## src/sv/rmf_pkg.sv

```systemverilog
`default_nettype none

package rmf_pkg;

  // Configuration register indexes.
  typedef enum logic [7:0] {
    CFG_MERGE_GAP     = 8'd0,
    CFG_SCORE_CUTOFF  = 8'd1,
    CFG_CUTOFF_ENABLE = 8'd2,
    CFG_MIN_WIDTH     = 8'd3
  } cfg_idx_e;

  localparam int unsigned CfgIdxW  = 8;
  localparam int unsigned CfgDataW = 32;

  localparam logic [31:0] MergeGapRst     = 32'd1;
  localparam logic [15:0] ScoreCutoffRst  = 16'd655;
  localparam logic        CutoffEnableRst = 1'b1;
  localparam logic [31:0] MinWidthRst     = 32'd0;

  typedef struct packed {
    logic [31:0] merge_gap;
    logic [15:0] score_cutoff;
    logic        cutoff_enable;
    logic [31:0] min_width;
  } cfg_t;

  // Packed so that the chromosome lands in the lowest bits of tdata.
  typedef struct packed {
    logic [15:0] region_score;
    logic [31:0] region_end;
    logic [31:0] region_start;
    logic [7:0]  chrom_id;
  } region_t;

  localparam int unsigned DataW = $bits(region_t);

  typedef struct packed {
    logic    run_last;
    region_t region;
  } result_t;

  // Up to two results leave the merge stage per item, always packed from slot 0.
  typedef struct packed {
    logic    vld0;
    logic    vld1;
    result_t res0;
    result_t res1;
  } push_t;

  localparam int unsigned QDepth = 4;
  localparam int unsigned QPtrW  = 2;
  localparam int unsigned QCntW  = 3;

  function automatic logic region_passes(region_t r, cfg_t c);
    logic [31:0] width;
    logic        score_ok;
    width    = (r.region_end >= r.region_start) ? (r.region_end - r.region_start) : 32'd0;
    score_ok = !c.cutoff_enable || (r.region_score < c.score_cutoff);
    return score_ok && (width >= c.min_width);
  endfunction

endpackage

`default_nettype wire

```

## src/sv/region_merge_and_filter.sv

```systemverilog
`default_nettype none
// Latency: a result beat passes through the input register and then the result queue before it is offered.
// Throughput: one input beat per cycle while each item yields at most one result and the output
// keeps taking results; an item that closes one region and flushes another yields two beats, and
// the four-entry result queue throttles the input until the output has taken them.
// Reset (rst_ni low, asynchronous): no open region, queue empty, registers at their defaults.

module region_merge_and_filter (
  input  wire logic                           clk_i,
  input  wire logic                           rst_ni,

  // Region stream in.
  input  wire logic                           s_axis_tvalid,
  output logic                                s_axis_tready,
  // tdata, low bit up: chrom_id[7:0], region_start[31:0], region_end[31:0],
  // region_score[15:0].
  input  wire logic [rmf_pkg::DataW-1:0]      s_axis_tdata,
  // tlast carries list_last.
  input  wire logic                           s_axis_tlast,

  // Merged region stream out.
  output logic                                m_axis_tvalid,
  input  wire logic                           m_axis_tready,
  // tdata, low bit up: out_chrom[7:0], out_start[31:0], out_end[31:0], out_score[15:0].
  output logic [rmf_pkg::DataW-1:0]           m_axis_tdata,
  // tlast carries run_last.
  output logic                                m_axis_tlast,

  // Configuration writes.
  input  wire logic                           cfg_valid_i,
  output logic                                cfg_ready_o,
  input  wire logic [rmf_pkg::CfgIdxW-1:0]    cfg_index_i,
  input  wire logic [rmf_pkg::CfgDataW-1:0]   cfg_data_i
);
  import rmf_pkg::*;

  cfg_t    cfg;
  push_t   push;
  logic    q_room;
  result_t out_res;

  // Configuration register file. Writes to unknown indexes are dropped.
  rmf_cfg u_cfg (
    .clk_i       (clk_i),
    .rst_ni      (rst_ni),
    .cfg_valid_i (cfg_valid_i),
    .cfg_ready_o (cfg_ready_o),
    .cfg_index_i (cfg_index_i),
    .cfg_data_i  (cfg_data_i),
    .cfg_o       (cfg)
  );

  // The merge stage holds the single open region. Each accepted beat is registered, then,
  // once the queue has room, it either extends the open region or closes it and opens a new
  // one. Closed and flushed regions that pass the score and width filters go to the queue.
  rmf_merge u_merge (
    .clk_i       (clk_i),
    .rst_ni      (rst_ni),
    .cfg_i       (cfg),
    .in_valid_i  (s_axis_tvalid),
    .in_ready_o  (s_axis_tready),
    .in_region_i (region_t'(s_axis_tdata)),
    .in_last_i   (s_axis_tlast),
    .q_room_i    (q_room),
    .push_o      (push)
  );

  // The result queue decouples the output from the merge stage, so an input beat can be
  // taken while a finished region still waits for the downstream ready.
  rmf_outq u_outq (
    .clk_i       (clk_i),
    .rst_ni      (rst_ni),
    .push_i      (push),
    .room_o      (q_room),
    .out_valid_o (m_axis_tvalid),
    .out_ready_i (m_axis_tready),
    .out_o       (out_res)
  );

  assign m_axis_tdata = out_res.region;
  assign m_axis_tlast = out_res.run_last;

endmodule

`default_nettype wire

```

## src/sv/rmf_cfg.sv

```systemverilog
`default_nettype none

module rmf_cfg (
  input  wire logic                           clk_i,
  input  wire logic                           rst_ni,
  input  wire logic                           cfg_valid_i,
  output logic                                cfg_ready_o,
  input  wire logic [rmf_pkg::CfgIdxW-1:0]    cfg_index_i,
  input  wire logic [rmf_pkg::CfgDataW-1:0]   cfg_data_i,
  output rmf_pkg::cfg_t                       cfg_o
);
  import rmf_pkg::*;

  cfg_t cfg_q, cfg_d;

  assign cfg_ready_o = 1'b1;

  always_comb begin
    cfg_d = cfg_q;
    if (cfg_valid_i) begin
      unique case (cfg_idx_e'(cfg_index_i))
        CFG_MERGE_GAP:     cfg_d.merge_gap     = cfg_data_i;
        CFG_SCORE_CUTOFF:  cfg_d.score_cutoff  = cfg_data_i[15:0];
        CFG_CUTOFF_ENABLE: cfg_d.cutoff_enable = cfg_data_i[0];
        CFG_MIN_WIDTH:     cfg_d.min_width     = cfg_data_i;
        default:           cfg_d = cfg_q;
      endcase
    end
  end

  always_ff @(posedge clk_i or negedge rst_ni) begin
    if (!rst_ni) begin
      cfg_q.merge_gap     <= MergeGapRst;
      cfg_q.score_cutoff  <= ScoreCutoffRst;
      cfg_q.cutoff_enable <= CutoffEnableRst;
      cfg_q.min_width     <= MinWidthRst;
    end else begin
      cfg_q <= cfg_d;
    end
  end

  assign cfg_o = cfg_q;

endmodule

`default_nettype wire

```

## src/sv/rmf_merge.sv

```systemverilog
`default_nettype none

module rmf_merge (
  input  wire logic             clk_i,
  input  wire logic             rst_ni,
  input  wire rmf_pkg::cfg_t    cfg_i,
  input  wire logic             in_valid_i,
  output logic                  in_ready_o,
  input  wire rmf_pkg::region_t in_region_i,
  input  wire logic             in_last_i,
  input  wire logic             q_room_i,
  output rmf_pkg::push_t        push_o
);
  import rmf_pkg::*;

  logic    in_valid_q;
  region_t in_region_q;
  logic    in_last_q;

  logic    open_valid_q, open_valid_d;
  region_t open_q, open_d;

  logic    fire;
  logic    merge;
  logic    close_ok;
  logic    flush_ok;
  region_t merged;

  // The item in the input register is processed once the queue has room for two results.
  assign fire       = in_valid_q && q_room_i;
  assign in_ready_o = !in_valid_q || q_room_i;

  // The gap sum is formed at 33 bits so it never wraps.
  assign merge = open_valid_q && (open_q.chrom_id == in_region_q.chrom_id) &&
                 (({1'b0, open_q.region_end} + {1'b0, cfg_i.merge_gap}) >=
                  {1'b0, in_region_q.region_start});

  always_comb begin
    merged = open_q;
    if (in_region_q.region_end > open_q.region_end) begin
      merged.region_end = in_region_q.region_end;
    end
    if (in_region_q.region_score < open_q.region_score) begin
      merged.region_score = in_region_q.region_score;
    end
  end

  always_comb begin
    open_d       = merge ? merged : in_region_q;
    open_valid_d = !in_last_q;
  end

  assign close_ok = !merge && open_valid_q && region_passes(open_q, cfg_i);
  assign flush_ok = in_last_q && region_passes(open_d, cfg_i);

  always_comb begin
    push_o.vld0            = fire && (close_ok || flush_ok);
    push_o.vld1            = fire && close_ok && flush_ok;
    push_o.res0.region     = close_ok ? open_q : open_d;
    push_o.res0.run_last   = !(close_ok && flush_ok);
    push_o.res1.region     = open_d;
    push_o.res1.run_last   = 1'b1;
  end

  always_ff @(posedge clk_i or negedge rst_ni) begin
    if (!rst_ni) begin
      in_valid_q   <= 1'b0;
      open_valid_q <= 1'b0;
    end else begin
      if (in_ready_o) begin
        in_valid_q <= in_valid_i;
      end
      if (fire) begin
        open_valid_q <= open_valid_d;
      end
    end
  end

  always_ff @(posedge clk_i) begin
    if (in_ready_o && in_valid_i) begin
      in_region_q <= in_region_i;
      in_last_q   <= in_last_i;
    end
    if (fire) begin
      open_q <= open_d;
    end
  end

endmodule

`default_nettype wire

```

## src/sv/rmf_outq.sv

```systemverilog
`default_nettype none

module rmf_outq (
  input  wire logic             clk_i,
  input  wire logic             rst_ni,
  input  wire rmf_pkg::push_t   push_i,
  output logic                  room_o,
  output logic                  out_valid_o,
  input  wire logic             out_ready_i,
  output rmf_pkg::result_t      out_o
);
  import rmf_pkg::*;

  result_t          mem_q [QDepth];
  logic [QPtrW-1:0] wr_ptr_q, rd_ptr_q;
  logic [QCntW-1:0] cnt_q;
  logic             pop;
  logic [QPtrW-1:0] wr_ptr_nxt;
  logic [QCntW-1:0] push_n;

  assign room_o      = cnt_q <= QCntW'(QDepth - 2);
  assign out_valid_o = cnt_q != '0;
  assign out_o       = mem_q[rd_ptr_q];
  assign pop         = out_valid_o && out_ready_i;
  assign wr_ptr_nxt  = wr_ptr_q + QPtrW'(1);
  assign push_n      = QCntW'(push_i.vld0) + QCntW'(push_i.vld1);

  always_ff @(posedge clk_i or negedge rst_ni) begin
    if (!rst_ni) begin
      wr_ptr_q <= '0;
      rd_ptr_q <= '0;
      cnt_q    <= '0;
    end else begin
      wr_ptr_q <= wr_ptr_q + push_n[QPtrW-1:0];
      if (pop) begin
        rd_ptr_q <= rd_ptr_q + QPtrW'(1);
      end
      cnt_q <= cnt_q + push_n - QCntW'(pop);
    end
  end

  always_ff @(posedge clk_i) begin
    if (push_i.vld0) begin
      mem_q[wr_ptr_q] <= push_i.res0;
    end
    if (push_i.vld1) begin
      mem_q[wr_ptr_nxt] <= push_i.res1;
    end
  end

endmodule

`default_nettype wire
```

## config.mk

```make
export PLATFORM = sky130hd
export DESIGN_NAME = region_merge_and_filter
export DESIGN_NICKNAME = d
export VERILOG_FILES = /design/src/sv/rmf_pkg.sv /design/src/sv/region_merge_and_filter.sv /design/src/sv/rmf_cfg.sv /design/src/sv/rmf_merge.sv /design/src/sv/rmf_outq.sv
export SDC_FILE = /design/constraint.sdc
export NUM_CORES = 1
export LEC_CHECK = 0
export BUFFER_PORTS_ARGS = -buffer_cell sky130_fd_sc_hd__buf_2
export CORE_ASPECT_RATIO = 0.75
export CORE_MARGIN = 4
export CORE_UTILIZATION = 40
export DETAILED_ROUTE_END_ITERATION = 6
export PLACE_DENSITY_LB_ADDON = 0.08
export SLEW_MARGIN = 20
export SYNTH_ARGS = -nofsm -noshare
export SYNTH_HDL_FRONTEND = slang
export SYNTH_SLANG_ARGS = --single-unit
```

## constraint.sdc

```tcl
create_clock -name clk_i -period 16.6 [get_ports clk_i]
set_input_delay 1.66 -clock clk_i [delete_from_list [all_inputs] [get_ports clk_i]]
set_output_delay 1.66 -clock clk_i [all_outputs]
set_load 0.02 [all_outputs]
```

# Yosys cells after proc, flatten, opt, wreduce, memory -nomap -nowiden
# Memories as Yosys holds them, arrays and structs flattened.
# Cells that the tools add are included.
# classes
addsub	9
order_cmp	10
n_eq_ne	4
mux	10
n_reduce_logical	29
# op_table
cell	n
2-to-1 mux 88 bit	2
greater-or-equal comparator 32 bit	4
2-to-1 mux 32 bit	3
subtractor 32 bit	2
< comparator 16 bit	3
adder 32 x 32 -> 33 bit	1
greater-or-equal comparator 33 x 32 -> 1 bit	1
> comparator 32 bit	1
equality test 8 x 2 -> 1 bit (second input constant)	2
2-to-1 mux 16 bit	1
logical AND 1 bit	14
equality test 8 x 1 -> 1 bit (second input constant)	1
equality test 8 bit	1
logical NOT 8 bit	1
AND reduction 2 bit	4
logical NOT 1 bit	5
adder 2 x 1 -> 2 bit (second input constant)	2
logical OR 1 bit	4
2-to-1 mux 1 bit	4
adder 3 bit	1
<= comparator 3 x 2 -> 1 bit (second input constant)	1
nonzero test 3 bit	1
subtractor 3 x 1 -> 3 bit	1
adder 1 x 1 -> 2 bit	1
adder 2 bit	1
# totals
ff_bits	267
mem_bits_rw	356
inputBits	134
n_memories	1
# mem_list
memory	depth	word_bits	read_ports	rd_ports_with_merged_regs	wr	line_no	text
u_outq.mem_q	4	89	1	0	2	rmf_outq.sv:14	result_t mem_q [QDepth];

# Logic depth before layout (Yosys ltp)
# depth
word_depth	14
ltp_mapped	55
ltp_nobuf	54

# Cells and area by module
# Synthesis repeated with hierarchy kept, for this count alone.
# hier_totals
hier_cells	2920
hier_area_um2	37412.1
# modules_own_cells
module	instances	cells_per_inst	area_per_inst_um2
rmf_outq	1	901	17588.1
rmf_merge	1	1838	16731.0
rmf_cfg	1	181	3093.0

# Worst setup path after synthesis
# OpenSTA, ideal clock, no wires.
# synth_path
path_type	register to register
from	reg u_cfg.cfg_q, in the netlist u_cfg.cfg_o[49]
to	mem u_outq.mem_q[3][0] (netlist bit), enable pin
t_arrival_ns	15.590
setup_slack_ns	0.351
stages_incl_launch_ff	50
n_path_buf	3
synth_period_minus_slack_ns	16.249
cell_sequence	dfstp_2 ha_1 inv_1 fa_1 nor2b_1 o31a_1 o211a_1 o21ai_0 a21oi_1 a211oi_1 o41ai_1 a31oi_1 o21bai_1 a21oi_1 xnor2_1 ha_1 a21oi_1 nor2b_1 [14 not listed] nand2_1 a21oi_1 o31ai_1 nand2b_1 o22ai_1 clkbuf_1 nor2_1 ha_1 a21o_1 a21o_1 a21oi_1 o21ai_0 o221ai_1 a21oi_1 o21ai_0 nor2_1 a211oi_4 o21ai_0
# synth_rtl
item	line_no	text
from (decl)	rmf_cfg.sv:14	cfg_t cfg_q, cfg_d;
from (signal assigned)	rmf_cfg.sv:38	cfg_q <= cfg_d;
to (decl)	rmf_outq.sv:14	

# Final worst setup path
# layout_path
from	reg u_merge.open_q[40] (netlist bit)
to	reg u_outq.cnt_q[2]
# layout_between
elab_chain_cells	14
word_cells_on_any_way	29
classes_between	add/sub: 6; order compare: 7; mux: 4; reduce/logical: 12
# layout_rtl
item	line_no	text
from (decl)	rmf_merge.sv:21	region_t open_q, open_d;
from (signal assigned)	rmf_merge.sv:85	open_q <= open_d;
adder 32 x 32 -> 33 bit	rmf_merge.sv:35	(({1'b0, open_q.region_end} + {1'b0, cfg_i.merge_gap}) >=
greater-or-equal comparator 33 x 32 -> 1 bit	rmf_merge.sv:35	
logical AND 1 bit	rmf_merge.sv:34	assign merge = open_valid_q && (open_q.chrom_id == in_region_q.chrom_id) &&
2-to-1 mux 88 bit	rmf_merge.sv:49	open_d = merge ? merged : in_region_q;
subtractor 32 bit / greater-or-equal comparator 32 bit (equally long branches)	rmf_pkg.sv:58	width = (r.region_end >= r.region_start) ? (r.region_end - r.region_start) : 32'd0;
2-to-1 mux 32 bit	rmf_pkg.sv:58	
greater-or-equal comparator 32 bit	rmf_pkg.sv:60	return score_ok && (width >= c.min_width);
logical AND 1 bit	rmf_pkg.sv:60	
logical AND 1 bit	rmf_merge.sv:54	assign flush_ok = in_last_q && region_passes(open_d, cfg_i);
logical OR 1 bit	rmf_merge.sv:57	push_o.vld0 = fire && (close_ok || flush_ok);
logical AND 1 bit	rmf_merge.sv:57	
adder 1 x 1 -> 2 bit *	rmf_outq.sv:26	assign push_n = QCntW'(push_i.vld0) + QCntW'(push_i.vld1);
adder 3 bit *	rmf_outq.sv:38	cnt_q <= cnt_q + push_n - QCntW'(pop);
subtractor 3 x 1 -> 3 bit *	rmf_outq.sv:38	
to (signal assigned)	rmf_outq.sv:38	
to (decl)	rmf_outq.sv:16	logic [QCntW-1:0] cnt_q;
# Every way passes the cells marked *; elsewhere a longest branch is shown, timed or not.
# A chain may end at the register's enable or synchronous reset.

==> impl_metrics.py <==
metrics = {
    "status": {
        "status": "completed",
    },
    "floorplanning": {
        "die-area_um2": 94140,
        "ios": 226,
        "fp.dieH_um": 266.7,
        "start_util": 0.4052,
        "num_rows": 94,
        "die_w_um": 353.0,
        "core_um2": 88090,
    },
    "setup_path": {
        "worstReg2RegEnd": "u_outq.cnt_q[2]",
        "start_kind": "flip-flop",
        "path_depth": 51,
        "endpoint": "u_outq.cnt_q[2]",
        "setup.worst_path.end_class": "flip-flop",
        "crit_start": "u_merge.open_q[40]",
        "worstSetupPathType": "reg -> reg",
        "path_delay_family": "compound AO/OA/AOI/OAI gates",
        "reg2reg_depth": 51,
        "critPathBufInv": 5,
        "rr_startpoint": "u_merge.open_q[40]",
        "max_stage_delay_ps": 920,
        "cp_slowest_cell": "o311ai_0",
        "crit_fanout": 48,
        "crit_arrival_ps": 15000,
        "r2r_slack_ps": 2110,
        "critPathRequiredTime_ps": 17100,
        "cpMostUsedCell": "ha_1",
    },
    "worst_hold_path": {
        "hold_start": "u_outq.mem_q[2][88]",
        "hp-class": "reg -> reg",
    },
    "detailed_routing": {
        "drc": 0,
        "drt_first_iter_violations": 2809,
        "antenna_left": 0,
        "finalWirelength_mm": 128.2,
        "vias": 26630,
        "dr.pass1.iters": 6,
        "routedWlPerCell_um": 28.74,
        "routed_via_density": 5.968,
    },
    "logic_synthesis": {
        "synth_seq_cells": 623,
        "yosysMostFrequentCell": "edfxtp_1",
        "synth-async-reset-ratio": 0.1445,
        "synthTopCellsByCount": "529 x edfxtp_1, 283 x o21ai_0, 282 x nand2_1",
        "synthAdderAreaFrac": 0.09828,
        "synthSimpleGateAreaFrac": 0.07833,
        "ys_warn_count": 0,
        "yosys.area.top_type_share": 0.4450,
        "synth_edf_count": 529,
        "ys_seq_area_frac": 0.5106,
        "synthesis.instances": 3051,
        "avgSynthCellArea_um2": 11.70,
        "synth_cell_types": 81,
        "synth-compound-area-share": 0.1496,
        "syn_nets": 3463,
        "synth.largest_area_cell": "edfxtp_1",
        "synth_xor_area_frac": 0.02306,
        "synth_top_family_by_area": "compound AO/OA/AOI/OAI gates",
        "ys.flop_type": "edfxtp_1",
        "syn_area_um2": 35700,
        "synth_top_cells_by_area": "edfxtp_1 44%, ha_1 9.6%, dfrtp_1 5.7%",
        "synth.mux.area_fraction": 0.09649,
    },
    "layout": {
        "layout-drive-gt1-share": 0.1877,
        "multi_input_area_um2": 16090,
        "syn_to_final_growth_pct": 12.96,
        "layout.nets": 3665,
        "register_area_um2": 18240,
        "fin_util": 0.4578,
        "finalNonFillerCells": 4461,
        "fillerInstances": 8056,
        "antenna_cells": 0,
    },
    "timing": {
        "setup_violations": 0,
        "fin_setup_tns_ps": 0,
        "skew_ps": 33.67,
        "hold_violations": 0,
        "worst_pin_slew_ps": 1183,
        "slew_violations": 0,
        "maxSlewHeadroom": 0.2067,
        "rsz0062_at_grt": "no",
        "min_period_over_period": 0.8730,
        "fin_ws_ps": 2107,
        "finalCriticalPeriod_ps": 14490,
        "fmax_mhz": 69.00,
    },
    "clock_tree": {
        "cts_tree": "done",
        "cts_num_sinks": 623,
        "hold_buffers": 0,
        "clock-root-buffer": "clkbuf_16",
        "cts_buffer_depth": 3,
        "clk_latency_ps": 630,
        "cts.repair.resized": 0,
        "htreeDepth": 3,
        "numCtsBuffers": 70,
        "cts_setup_buffers": 0,
        "clkTransAtPathRegs_ps": 60,
    },
    "global_route": {
        "antenna_found_initial": 7,
        "grt_max_degree": 59,
        "overflow": 0,
        "first_global_vias": 26160,
        "grtUsageTotal": 0.2676,
        "grt_first_pass_wirelength_mm": 184.7,
    },
    "pwr": {
        "ir_drop_uv": 92.41,
        "finalPower_w": 0.007872,
        "p_leak_nw": 16.12,
        "p_per_area_nw_per_um2": 195.2,
    },
    "place": {
        "pre_cts_ws_ps": 2424,
        "dp_cells": 4331,
        "routabilityCongestion": 0.9470,
        "dp_hpwl_mm": 89.26,
        "port_buffers": 224,
    },
    "run": {
        "drv_cap": 0,
    },
}
==> how the worst min path moves through the flow <==
stage,endpoint,slack [ps],cells past startpoint
floorplan,u_outq.mem_q[2][88],440,1
global placement,u_outq.mem_q[2][88],450,1
detailed placement,u_outq.mem_q[2][88],450,1
CTS,u_outq.mem_q[2][88],460,1
global route,u_outq.mem_q[1][88],480,1
finish,u_outq.mem_q[2][88],460,1
==> area by class of cell <==
cell class,count,share of cell area
Inverter,266,0.02482
Clock buffer,92,0.04704
Multi-Input combinational cell,2032,0.3989
Clock inverter,36,0.006578
Sequential cell,623,0.4522
Timing Repair Buffer,260,0.03475
Tap cell,1152,0.03574
==> per-layer routing <==
metal  vias up  GRT usage  routed length [µm]
li1      11830          -                   -
met1     13530     0.4084               60240
met2      1131     0.3973               54720
met3       139    0.05028               10950
met4         0    0.05528                2291
met5         -          0                   0
==> registers in the layout, indices dropped and copies added (netlist names), 2 cells and up <==
name / cells
u_outq.mem_q: 356
u_outq.rd_ptr_q: 2
u_merge.open_q: 48
u_merge.in_region_q: 88
u_cfg.cfg_o: 81
u_outq.wr_ptr_q: 2
u_merge.merged: 40
u_outq.cnt_q: 3
==> cells in the final DEF, fill, tap and decap left out, types with 89 or more instances in the layout <==
master | synthesis | routed
edfxtp_1 | 529 | 529
nand2_1 | 282 | 282
o21ai_0 | 283 | 279
ha_1 | 274 | 274
inv_1 | 266 | 265
buf_2 | 45 | 223
a21oi_1 | 157 | 156
nor2_1 | 147 | 143
a22o_1 | 128 | 128
mux2_2 | 111 | 111
mux4_2 | 89 | 89
==> kinds of logic after synthesis <==
logic type | count (synthesis)
buffers and inverters | 396
muxes | 219
adders and majority gates | 278
xor gates and xnor gates | 94
and+or+nand+nor | 624
other | 1
AOI/OAI and AO/OA | 816
DFF | 623
==> stage by stage <==
step	instance area (µm²)	hold slack, ps
global placement	38130	446.2
detailed placement	38130	449.7
finish	40330	464.5
CTS	40290	464.2
global route	40330	481.4
floorplan	35700	435.4
==> power by group <==
group / switching, W / internal (W) / total, W
clock: 0.000670 / 0.000842 / 0.00151
combinational: 0.00236 / 0.00133 / 0.00369
sequential: 0.000405 / 0.00226 / 0.00266
total: 0.00344 / 0.00444 / 0.00787
Power figures use the tool's default switching activity.
